`src/rtl/rcct_pkg.sv`:
```
// rcct_pkg: shared types, codes and defaults for the reference-counted cache table
// no dependencies; used by rcct_ctrl, rcct_datapath and refcounted_cache_table_unit
`default_nettype none

package rcct_pkg;

   // default table geometry
   localparam int DEF_ENTRIES  = 16;
   localparam int DEF_KEY_BITS = 32;
   localparam int DEF_REF_BITS = 8;

   // fixed port field widths
   localparam int KEY_PORT_BITS    = 32;
   localparam int STATUS_BITS      = 3;
   localparam int COUNT_PORT_BITS  = 8;
   localparam int SLOT_PORT_BITS   = 4;
   localparam int CAP_BITS         = 5;

   // result status codes
   localparam logic [STATUS_BITS-1:0] STAT_HIT      = 3'd0;
   localparam logic [STATUS_BITS-1:0] STAT_MISS     = 3'd1;
   localparam logic [STATUS_BITS-1:0] STAT_FULL     = 3'd2;
   localparam logic [STATUS_BITS-1:0] STAT_HELD     = 3'd3;
   localparam logic [STATUS_BITS-1:0] STAT_EVICT    = 3'd4;
   localparam logic [STATUS_BITS-1:0] STAT_ABSENT   = 3'd5;
   localparam logic [STATUS_BITS-1:0] STAT_OVERFLOW = 3'd6;

   // request op codes
   localparam logic OP_GET     = 1'b0;
   localparam logic OP_RELEASE = 1'b1;

   typedef enum logic [1:0] {
      ST_IDLE,
      ST_LOOK,
      ST_UPD
   } rcct_state_type;

   // controller to datapath
   typedef struct packed {
      logic accept;   // latch request and register compare vectors
      logic lookup;   // encode hit/free slot, read count
      logic commit;   // update table and load result register
   } rcct_cmd_type;

   // datapath to controller
   typedef struct packed {
      logic out_busy; // result register holds a transaction that is stalled
   } rcct_stat_type;

endpackage

`default_nettype wire

```
`src/rtl/rcct_ctrl.sv`:
```
// rcct_ctrl: sequencing state machine of the cache table
// depends on rcct_pkg
`default_nettype none

module rcct_ctrl (
   input  wire logic                   clock,
   input  wire logic                   reset,
   input  wire logic                   req_valid,
   output logic                        req_stall,
   input  wire rcct_pkg::rcct_stat_type stat,
   output rcct_pkg::rcct_cmd_type      cmd
);

   rcct_pkg::rcct_state_type state_ff, state_in;

   always_ff @(posedge clock) begin
      if (reset) begin
         state_ff <= rcct_pkg::ST_IDLE;
      end else begin
         state_ff <= state_in;
      end
   end

   always_comb begin
      state_in   = state_ff;
      cmd.accept = 1'b0;
      cmd.lookup = 1'b0;
      cmd.commit = 1'b0;
      req_stall  = 1'b1;
      unique case (state_ff)
         rcct_pkg::ST_IDLE: begin
            req_stall = 1'b0;
            if (req_valid) begin
               cmd.accept = 1'b1;
               state_in   = rcct_pkg::ST_LOOK;
            end
         end
         rcct_pkg::ST_LOOK: begin
            cmd.lookup = 1'b1;
            state_in   = rcct_pkg::ST_UPD;
         end
         rcct_pkg::ST_UPD: begin
            // wait while the previous result is still stalled
            if (!stat.out_busy) begin
               cmd.commit = 1'b1;
               state_in   = rcct_pkg::ST_IDLE;
            end
         end
         default: begin
            state_in = rcct_pkg::ST_IDLE;
         end
      endcase
   end

endmodule

`default_nettype wire

```
`src/rtl/rcct_datapath.sv`:
```
// rcct_datapath: key store, count memory, valid bits, occupancy and result register
// depends on rcct_pkg; driven by rcct_ctrl
`default_nettype none

module rcct_datapath #(
   parameter int ENTRIES  = rcct_pkg::DEF_ENTRIES,
   parameter int KEY_BITS = rcct_pkg::DEF_KEY_BITS,
   parameter int REF_BITS = rcct_pkg::DEF_REF_BITS
) (
   input  wire logic                                   clock,
   input  wire logic                                   reset,
   input  wire rcct_pkg::rcct_cmd_type                 cmd,
   output rcct_pkg::rcct_stat_type                     stat,
   input  wire logic                                   req_op,
   input  wire logic [rcct_pkg::KEY_PORT_BITS-1:0]     req_key,
   input  wire logic                                   csr_write,
   input  wire logic [rcct_pkg::CAP_BITS-1:0]          csr_capacity_limit,
   output logic                                        rsp_valid,
   input  wire logic                                   rsp_stall,
   output logic [rcct_pkg::STATUS_BITS-1:0]            rsp_status,
   output logic [rcct_pkg::COUNT_PORT_BITS-1:0]        rsp_ref_count,
   output logic [rcct_pkg::SLOT_PORT_BITS-1:0]         rsp_slot
);

   localparam int IDX_BITS  = (ENTRIES > 1) ? $clog2(ENTRIES) : 1;
   localparam int USED_BITS = $clog2(ENTRIES + 1);
   localparam int CMP_BITS  = (USED_BITS > rcct_pkg::CAP_BITS) ? USED_BITS : rcct_pkg::CAP_BITS;
   localparam logic [CMP_BITS-1:0] ENTRIES_W = CMP_BITS'(ENTRIES);
   localparam logic [REF_BITS-1:0] REF_MAX   = {REF_BITS{1'b1}};
   localparam logic [REF_BITS-1:0] REF_ONE   = REF_BITS'(1);

   // key masking to KEY_BITS
   logic [63:0]         key_wide;
   logic [KEY_BITS-1:0] key_masked;
   assign key_wide   = {32'd0, req_key};
   assign key_masked = key_wide[KEY_BITS-1:0];

   // storage
   logic [KEY_BITS-1:0] entry_key_ff  [0:ENTRIES-1];
   logic [REF_BITS-1:0] entry_refs_ff [0:ENTRIES-1];
   logic [ENTRIES-1:0]  valid_ff, valid_in;
   logic [USED_BITS-1:0] used_ff, used_in;
   logic [rcct_pkg::CAP_BITS-1:0] cap_ff, cap_in;

   // request and lookup registers
   logic                op_ff;
   logic [KEY_BITS-1:0] key_ff;
   logic [ENTRIES-1:0]  match_ff;
   logic [ENTRIES-1:0]  free_ff;
   logic                hit_found_ff, free_found_ff;
   logic [IDX_BITS-1:0] hit_idx_ff, free_idx_ff;
   logic [REF_BITS-1:0] refs_rd_ff;

   // result register
   logic                                 rsp_valid_ff, rsp_valid_in;
   logic [rcct_pkg::STATUS_BITS-1:0]     rsp_status_ff;
   logic [rcct_pkg::COUNT_PORT_BITS-1:0] rsp_count_ff;
   logic [rcct_pkg::SLOT_PORT_BITS-1:0]  rsp_slot_ff;

   // parallel key compare
   logic [ENTRIES-1:0] match_vec;
   always_comb begin
      for (int i = 0; i < ENTRIES; i++) begin
         match_vec[i] = valid_ff[i] && (entry_key_ff[i] == key_masked);
      end
   end

   // lowest set bit
   function automatic logic [IDX_BITS-1:0] low_index(input logic [ENTRIES-1:0] vec);
      logic [IDX_BITS-1:0] idx;
      idx = '0;
      for (int i = ENTRIES - 1; i >= 0; i--) begin
         if (vec[i]) begin
            idx = IDX_BITS'(i);
         end
      end
      return idx;
   endfunction

   logic [IDX_BITS-1:0] hit_idx_enc, free_idx_enc;
   assign hit_idx_enc  = low_index(match_ff);
   assign free_idx_enc = low_index(free_ff);

   always_ff @(posedge clock) begin
      if (cmd.accept) begin
         op_ff    <= req_op;
         key_ff   <= key_masked;
         match_ff <= match_vec;
         free_ff  <= ~valid_ff;
      end
      if (cmd.lookup) begin
         hit_found_ff  <= |match_ff;
         free_found_ff <= |free_ff;
         hit_idx_ff    <= hit_idx_enc;
         free_idx_ff   <= free_idx_enc;
         refs_rd_ff    <= entry_refs_ff[hit_idx_enc];
      end
   end

   // capacity limit
   logic [CMP_BITS-1:0] cap_w, limit_w, used_w;
   assign cap_w   = CMP_BITS'(cap_ff);
   assign limit_w = (cap_w == '0 || cap_w > ENTRIES_W) ? ENTRIES_W : cap_w;
   assign used_w  = CMP_BITS'(used_ff);

   // update decision
   logic [rcct_pkg::STATUS_BITS-1:0] res_status;
   logic [REF_BITS-1:0]              res_refs;
   logic [IDX_BITS-1:0]              res_idx;
   logic                             wr_refs, wr_key, set_valid, clr_valid;
   logic [IDX_BITS-1:0]              wr_idx;
   logic [REF_BITS-1:0]              wr_val;
   logic [31:0]                      res_refs_wide, res_idx_wide;

   always_comb begin
      res_status = rcct_pkg::STAT_ABSENT;
      res_refs   = '0;
      res_idx    = '0;
      wr_refs    = 1'b0;
      wr_key     = 1'b0;
      set_valid  = 1'b0;
      clr_valid  = 1'b0;
      wr_idx     = hit_idx_ff;
      wr_val     = '0;
      if (op_ff == rcct_pkg::OP_GET) begin
         priority if (hit_found_ff && refs_rd_ff == REF_MAX) begin
            res_status = rcct_pkg::STAT_OVERFLOW;
            res_refs   = refs_rd_ff;
            res_idx    = hit_idx_ff;
         end else if (hit_found_ff) begin
            res_status = rcct_pkg::STAT_HIT;
            res_refs   = refs_rd_ff + REF_ONE;
            res_idx    = hit_idx_ff;
            wr_refs    = 1'b1;
            wr_val     = refs_rd_ff + REF_ONE;
         end else if (used_w >= limit_w || !free_found_ff) begin
            res_status = rcct_pkg::STAT_FULL;
         end else begin
            res_status = rcct_pkg::STAT_MISS;
            res_refs   = REF_ONE;
            res_idx    = free_idx_ff;
            wr_idx     = free_idx_ff;
            wr_refs    = 1'b1;
            wr_key     = 1'b1;
            set_valid  = 1'b1;
            wr_val     = REF_ONE;
         end
      end else begin
         priority if (!hit_found_ff) begin
            res_status = rcct_pkg::STAT_ABSENT;
         end else if (refs_rd_ff <= REF_ONE) begin
            res_status = rcct_pkg::STAT_EVICT;
            res_idx    = hit_idx_ff;
            wr_refs    = 1'b1;
            clr_valid  = 1'b1;
         end else begin
            res_status = rcct_pkg::STAT_HELD;
            res_refs   = refs_rd_ff - REF_ONE;
            res_idx    = hit_idx_ff;
            wr_refs    = 1'b1;
            wr_val     = refs_rd_ff - REF_ONE;
         end
      end
      res_refs_wide = 32'(res_refs);
      res_idx_wide  = 32'(res_idx);
   end

   // table memories
   always_ff @(posedge clock) begin
      if (cmd.commit && wr_refs) begin
         entry_refs_ff[wr_idx] <= wr_val;
      end
      if (cmd.commit && wr_key) begin
         entry_key_ff[wr_idx] <= key_ff;
      end
   end

   // control state next values
   always_comb begin
      valid_in = valid_ff;
      used_in  = used_ff;
      cap_in   = cap_ff;
      if (cmd.commit && set_valid) begin
         valid_in[wr_idx] = 1'b1;
         used_in          = used_ff + USED_BITS'(1);
      end
      if (cmd.commit && clr_valid) begin
         valid_in[wr_idx] = 1'b0;
         if (used_ff != '0) begin
            used_in = used_ff - USED_BITS'(1);
         end
      end
      if (csr_write) begin
         cap_in = csr_capacity_limit;
      end
      priority if (cmd.commit) begin
         rsp_valid_in = 1'b1;
      end else if (rsp_valid_ff && !rsp_stall) begin
         rsp_valid_in = 1'b0;
      end else begin
         rsp_valid_in = rsp_valid_ff;
      end
   end

   always_ff @(posedge clock) begin
      if (reset) begin
         valid_ff     <= '0;
         used_ff      <= '0;
         cap_ff       <= '0;
         rsp_valid_ff <= 1'b0;
      end else begin
         valid_ff     <= valid_in;
         used_ff      <= used_in;
         cap_ff       <= cap_in;
         rsp_valid_ff <= rsp_valid_in;
      end
   end

   always_ff @(posedge clock) begin
      if (cmd.commit) begin
         rsp_status_ff <= res_status;
         rsp_count_ff  <= res_refs_wide[rcct_pkg::COUNT_PORT_BITS-1:0];
         rsp_slot_ff   <= res_idx_wide[rcct_pkg::SLOT_PORT_BITS-1:0];
      end
   end

   assign stat.out_busy = rsp_valid_ff && rsp_stall;
   assign rsp_valid     = rsp_valid_ff;
   assign rsp_status    = rsp_status_ff;
   assign rsp_ref_count = rsp_count_ff;
   assign rsp_slot      = rsp_slot_ff;

endmodule

`default_nettype wire

```
`src/rtl/refcounted_cache_table_unit.sv`:
```
// an accepted request passes the lookup and update states before its result is registered;
// the update waits while the result is stalled, and no new request is taken until it commits
// (compare at accept, encode and read, then read-modify-write through the count memory)
// reset: synchronous, active high; clears valid bits, occupancy, capacity limit and
// the result valid bit; key and count storage are not cleared, no clearing pass
`default_nettype none

module refcounted_cache_table_unit #(
   parameter int ENTRIES  = rcct_pkg::DEF_ENTRIES,
   parameter int KEY_BITS = rcct_pkg::DEF_KEY_BITS,
   parameter int REF_BITS = rcct_pkg::DEF_REF_BITS
) (
   input  wire logic                                clock,
   input  wire logic                                reset,
   // request channel
   input  wire logic                                req_valid,
   output logic                                     req_stall,
   input  wire logic                                req_op,
   input  wire logic [rcct_pkg::KEY_PORT_BITS-1:0]  req_key,
   // result channel
   output logic                                     rsp_valid,
   input  wire logic                                rsp_stall,
   output logic [rcct_pkg::STATUS_BITS-1:0]         rsp_status,
   output logic [rcct_pkg::COUNT_PORT_BITS-1:0]     rsp_ref_count,
   output logic [rcct_pkg::SLOT_PORT_BITS-1:0]      rsp_slot,
   // capacity limit register write
   input  wire logic                                csr_valid,
   output logic                                     csr_ready,
   input  wire logic [rcct_pkg::CAP_BITS-1:0]       csr_capacity_limit
);

   rcct_pkg::rcct_cmd_type  cmd;
   rcct_pkg::rcct_stat_type stat;

   // register writes are always taken, block is idle by contract
   assign csr_ready = 1'b1;

   // sequencer: idle -> lookup -> update, update waits for the result register
   rcct_ctrl u_ctrl (
      .clock     (clock),
      .reset     (reset),
      .req_valid (req_valid),
      .req_stall (req_stall),
      .stat      (stat),
      .cmd       (cmd)
   );

   // key compare, count read-modify-write, occupancy and result register
   rcct_datapath #(
      .ENTRIES  (ENTRIES),
      .KEY_BITS (KEY_BITS),
      .REF_BITS (REF_BITS)
   ) u_datapath (
      .clock              (clock),
      .reset              (reset),
      .cmd                (cmd),
      .stat               (stat),
      .req_op             (req_op),
      .req_key            (req_key),
      .csr_write          (csr_valid && csr_ready),
      .csr_capacity_limit (csr_capacity_limit),
      .rsp_valid          (rsp_valid),
      .rsp_stall          (rsp_stall),
      .rsp_status         (rsp_status),
      .rsp_ref_count      (rsp_ref_count),
      .rsp_slot           (rsp_slot)
   );

   // one transaction in flight: an accepted request is followed by a stall cycle
   assert property (@(posedge clock) disable iff (reset)
      (req_valid && !req_stall) |=> req_stall)
      else $error("request accepted while previous one in flight");

   // an update never overwrites a stalled result
   assert property (@(posedge clock) disable iff (reset)
      cmd.commit |-> !(rsp_valid && rsp_stall))
      else $error("result overwritten while stalled");

   // an update always presents a result next cycle
   assert property (@(posedge clock) disable iff (reset)
      cmd.commit |=> rsp_valid)
      else $error("committed update produced no result");

   // a full report carries no count and no slot
   assert property (@(posedge clock) disable iff (reset)
      (rsp_valid && rsp_status == rcct_pkg::STAT_FULL) |->
         (rsp_ref_count == '0 && rsp_slot == '0))
      else $error("full result with nonzero count or slot");

endmodule

`default_nettype wire

```
`config.mk`:
```
export PLATFORM = sky130hd
export DESIGN_NAME = refcounted_cache_table_unit
export DESIGN_NICKNAME = d
export VERILOG_FILES = /design/src/rtl/rcct_pkg.sv /design/src/rtl/rcct_ctrl.sv /design/src/rtl/rcct_datapath.sv /design/src/rtl/refcounted_cache_table_unit.sv
export SDC_FILE = /design/constraint.sdc
export NUM_CORES = 1
export LEC_CHECK = 0
export ABC_AREA = 1
export BUFFER_PORTS_ARGS = -buffer_cell sky130_fd_sc_hd__clkbuf_2
export CORE_MARGIN = 2
export CORE_UTILIZATION = 50
export DETAILED_ROUTE_END_ITERATION = 6
export GPL_TIMING_DRIVEN = 1
export HOLD_SLACK_MARGIN = 0.05
export PLACE_DENSITY = 0.66
export SLEW_MARGIN = 20
export SYNTH_ARGS = -nofsm -noshare
export SYNTH_HDL_FRONTEND = slang
export SYNTH_SLANG_ARGS = --single-unit
```
`constraint.sdc`:
```
create_clock -name clock -period 7.2 [get_ports clock]
set_input_delay 0.36 -clock clock [delete_from_list [all_inputs] [get_ports clock]]
set_output_delay 0.36 -clock clock [all_outputs]
set_load 0.005 [all_outputs]
```
==> reports/results.ini <==
[detailed_routing]
dr_total_vias=23075
wirelength_mm=106
ant_nets=0
wire_per_inst_um=28.6
first_iter_violations=3410
via_per_inst=6.22
post-route-drc-count=0
drt_first_pass_iters=6

[clocking]
cts_tree=built
cts_htree_levels=3
post_cts_buffers=0
cts_buffer_depth=3
clk_latency_ns=0.65
cts_inserted_buffers=80
cts.sinks=767
clkTransAtPathRegs_ns=0.06
clockRootBuffer=clkbuf_16

[synth]
ys_seq_area_frac=0.691
synth_warnings=0
async_flop_share=0
synth_top_family_by_area=simple AND/OR/NAND/NOR gates
syn_nets=2721
ys_ff_latch=767
synth_xor_area_frac=0.0399
synth-edff-count=738
postSynthAreaPerCell_um2=12.3
synthCells=2667
synth_mux_area_frac=0
syn_area_um2=32900
synthAdderAreaFrac=0.00418
synth-simple-area-share=0.136
synth_compound_area_frac=0.0835
ys_types=54
ys.flop_type=edfxtp_1

[run]
maxCapViolations=0

[timing]
fin_setup_tns_ns=0
fin_crit_ns=4.28
max_slew_margin=0.0861
worst_hold_slack_ns=0.0796
slew_violations=0
finalCritPeriodShare=0.595
final.setup.worst_slack_ns=2.92
hold_viol_final=0
worst_pin_slew_ns=1.37
rsz0062_at_grt=false
setup_viol=0
fmax_ghz=0.234
skew_ns=0.0401

[global_route]
overflow=0
grt_pass1_wl_mm=151
grt_pass1_vias=22048
grt_max_degree=66
gr-usage-all-layers=0.315
antenna_found_initial=4

[worst_setup_path]
start_kind=register
cp_cell_sequence=or4_1 -> ha_1 -> inv_1 -> nand2_1 -> ha_1 -> nand2_1 -> clkinv_1 -> o21ai_1 -> nand3_1 -> a21oi_1 -> nand2_1 -> nor2_2 -> a21oi_1 -> nand2_1 -> o211ai_2 -> nor3_1
cp_slowest_cell=nor3_1
critical_path.most_common_cell=nand2_1
crit_fanout=16
r2r_slack_ns=2.92
critPathMaxStageDelay_ns=0.96
crit_buf_inv=2
crit_arrival_ns=4.52
crit_type=register to register
critPathTopFamily=simple AND/OR/NAND/NOR gates
worstPathRequired_ns=7.44
critPathCaptureType=register

[pwr]
ir_worst_vdd_v=0.000158
total_power_mw=9.66
p_clk_frac=0.416
p_switching_mw=2.28
p_int_mw=7.38
p_per_area_nw_per_um2=260
netSwitchingFraction=0.236
comb_power_share=0.067
p_leak_nw=13.2
seqPwrFrac=0.517

[outcome]
status=complete, no violations

[placement]
dp_hpwl_mm=65.4
gp_congestion=0.929
port_buffers=59
place_ws_ns=2.61

[floorplan]
initial_core_util=0.503
row_count=94
io_pins=61
chipHeight_um=261
dieWidth_um=261
dieArea_um2=67900
core_area_um2=65500

[min_path]
hold_class=input port to register

[cells_and_area]
area_growth_pct=12.7
layout-drive-gt1-share=0.130
mostFrequentLayoutCell=edfxtp_1
final_cell_mix=edfxtp_1, nand2_1, inv_1
n_fill_cell=5268
finish.net_count=2835

[timing repair]
item,CTS,global route
hold buffers,12,0
resized for setup,0,0
setup endpoints to repair,0,0
hold endpoints to repair,10,0
[worst min-delay path, stage by stage]
cell	delay, ns
clkbuf_2	0.11
o21ai_0	0.09
nor2_1	0.10
[final timing paths]
| check | from | to | cells after the start |
|---|---|---|---|
| worst max-delay path | u_datapath.cap_ff[0]$_SDFFE_PP0P_ | u_datapath.entry_refs_ff[9][1]$_DFFE_PP_ | 16 |
| worst min-delay path | csr_valid | u_datapath.cap_ff[1]$_SDFFE_PP0P_ | 3 |
| worst max register to register | u_datapath.cap_ff[0]$_SDFFE_PP0P_ | u_datapath.entry_refs_ff[9][1]$_DFFE_PP_ | 16 |
| worst min register to register | u_datapath.valid_ff[14]$_SDFF_PP0_ | u_datapath.free_ff[14]$_DFFE_PP_ | 1 |
[layout make-up]
cell class | instances | area (um^2) | area share
diodes | 1 | 2.50 | 0.0000675
clock buffers | 96 | 2080 | 0.0562
clock inverters | 50 | 427 | 0.0115
inverters | 274 | 1030 | 0.0279
multi-input cells | 1512 | 8730 | 0.235
flip-flops and latches | 767 | 22700 | 0.613
well taps | 864 | 1080 | 0.0291
repair buffers | 146 | 997 | 0.0269
[layer usage]
layer,GRT usage,share of wire,vias to the layer above
li1,-,-,9869
met1,0.410,0.36,11312
met2,0.501,0.46,1539
met3,0.0657,0.12,355
met4,0.161,0.059,0
met5,0,0,-
[power by group through the flow]
stage	sequential (mW)	clock, mW	combinational (mW)
after CTS	4.99	4.04	0.636
after floorplan	5.07	0	0.307
after global routing	4.99	4.22	0.678
after global placement	5.09	0	0.615
final	4.99	4.02	0.652
after detailed placement	5.08	0	0.629
[flip-flops by register name, summed over array words and instances (netlist names), 2 cells and up]
| signal | count |
|---|---|
| u_ctrl.state_ff | 2 |
| u_datapath.free_idx_ff | 4 |
| u_datapath.used_ff | 5 |
| u_datapath.rsp_ref_count | 8 |
| u_datapath.match_ff | 16 |
| u_datapath.key_ff | 32 |
| u_datapath.rsp_slot | 4 |
| u_datapath.refs_rd_ff | 8 |
| u_datapath.hit_idx_ff | 4 |
| u_datapath.free_ff | 16 |
| u_datapath.cap_ff | 5 |
| u_datapath.valid_ff | 16 |
| u_datapath.entry_refs_ff | 128 |
| u_datapath.rsp_status | 3 |
| u_datapath.entry_key_ff | 512 |
[cells by family after synthesis]
kind of cell               count (synthesis)
buffers and inverters                    388
AOI/OAI and AO/OA                        420
adders and majority gates                 11
xor gates and xnor gates                 150
DFF                                      767
other                                      1
and+or+nand+nor                          930
[cells in the mapped netlist, types with 11 or more instances]
cell / n / area share
nor4_1: 54 / 0.010
clkbuf_1: 78 / 0.0089
a22o_1: 29 / 0.0077
or2_2: 76 / 0.014
edfxtp_1: 738 / 0.67
o21ai_0: 147 / 0.022
nand4_1: 24 / 0.0046
nand3b_1: 32 / 0.0073
a221oi_1: 58 / 0.015
inv_1: 258 / 0.029
xnor2_1: 66 / 0.018
o22ai_1: 78 / 0.015
o2111ai_1: 11 / 0.0029
a211oi_1: 15 / 0.0034
nand3_1: 202 / 0.031
a21oi_1: 39 / 0.0059
nand2_1: 389 / 0.044
xor2_1: 84 / 0.022
dfxtp_1: 29 / 0.018
nor2_1: 97 / 0.011
nor3_1: 12 / 0.0018
buf_2: 20 / 0.0030
ha_1: 11 / 0.0042
[per-stage QoR]
stage,area [um^2],util,instances
floorplan,32900,-,2667
global placement,34400,0.525,3548
detailed placement,34400,0.526,3551
CTS,37100,0.566,3709
global route,37100,0.566,3709
finish,37100,0.566,3710
No activity file was read; power rests on OpenSTA's default activity.
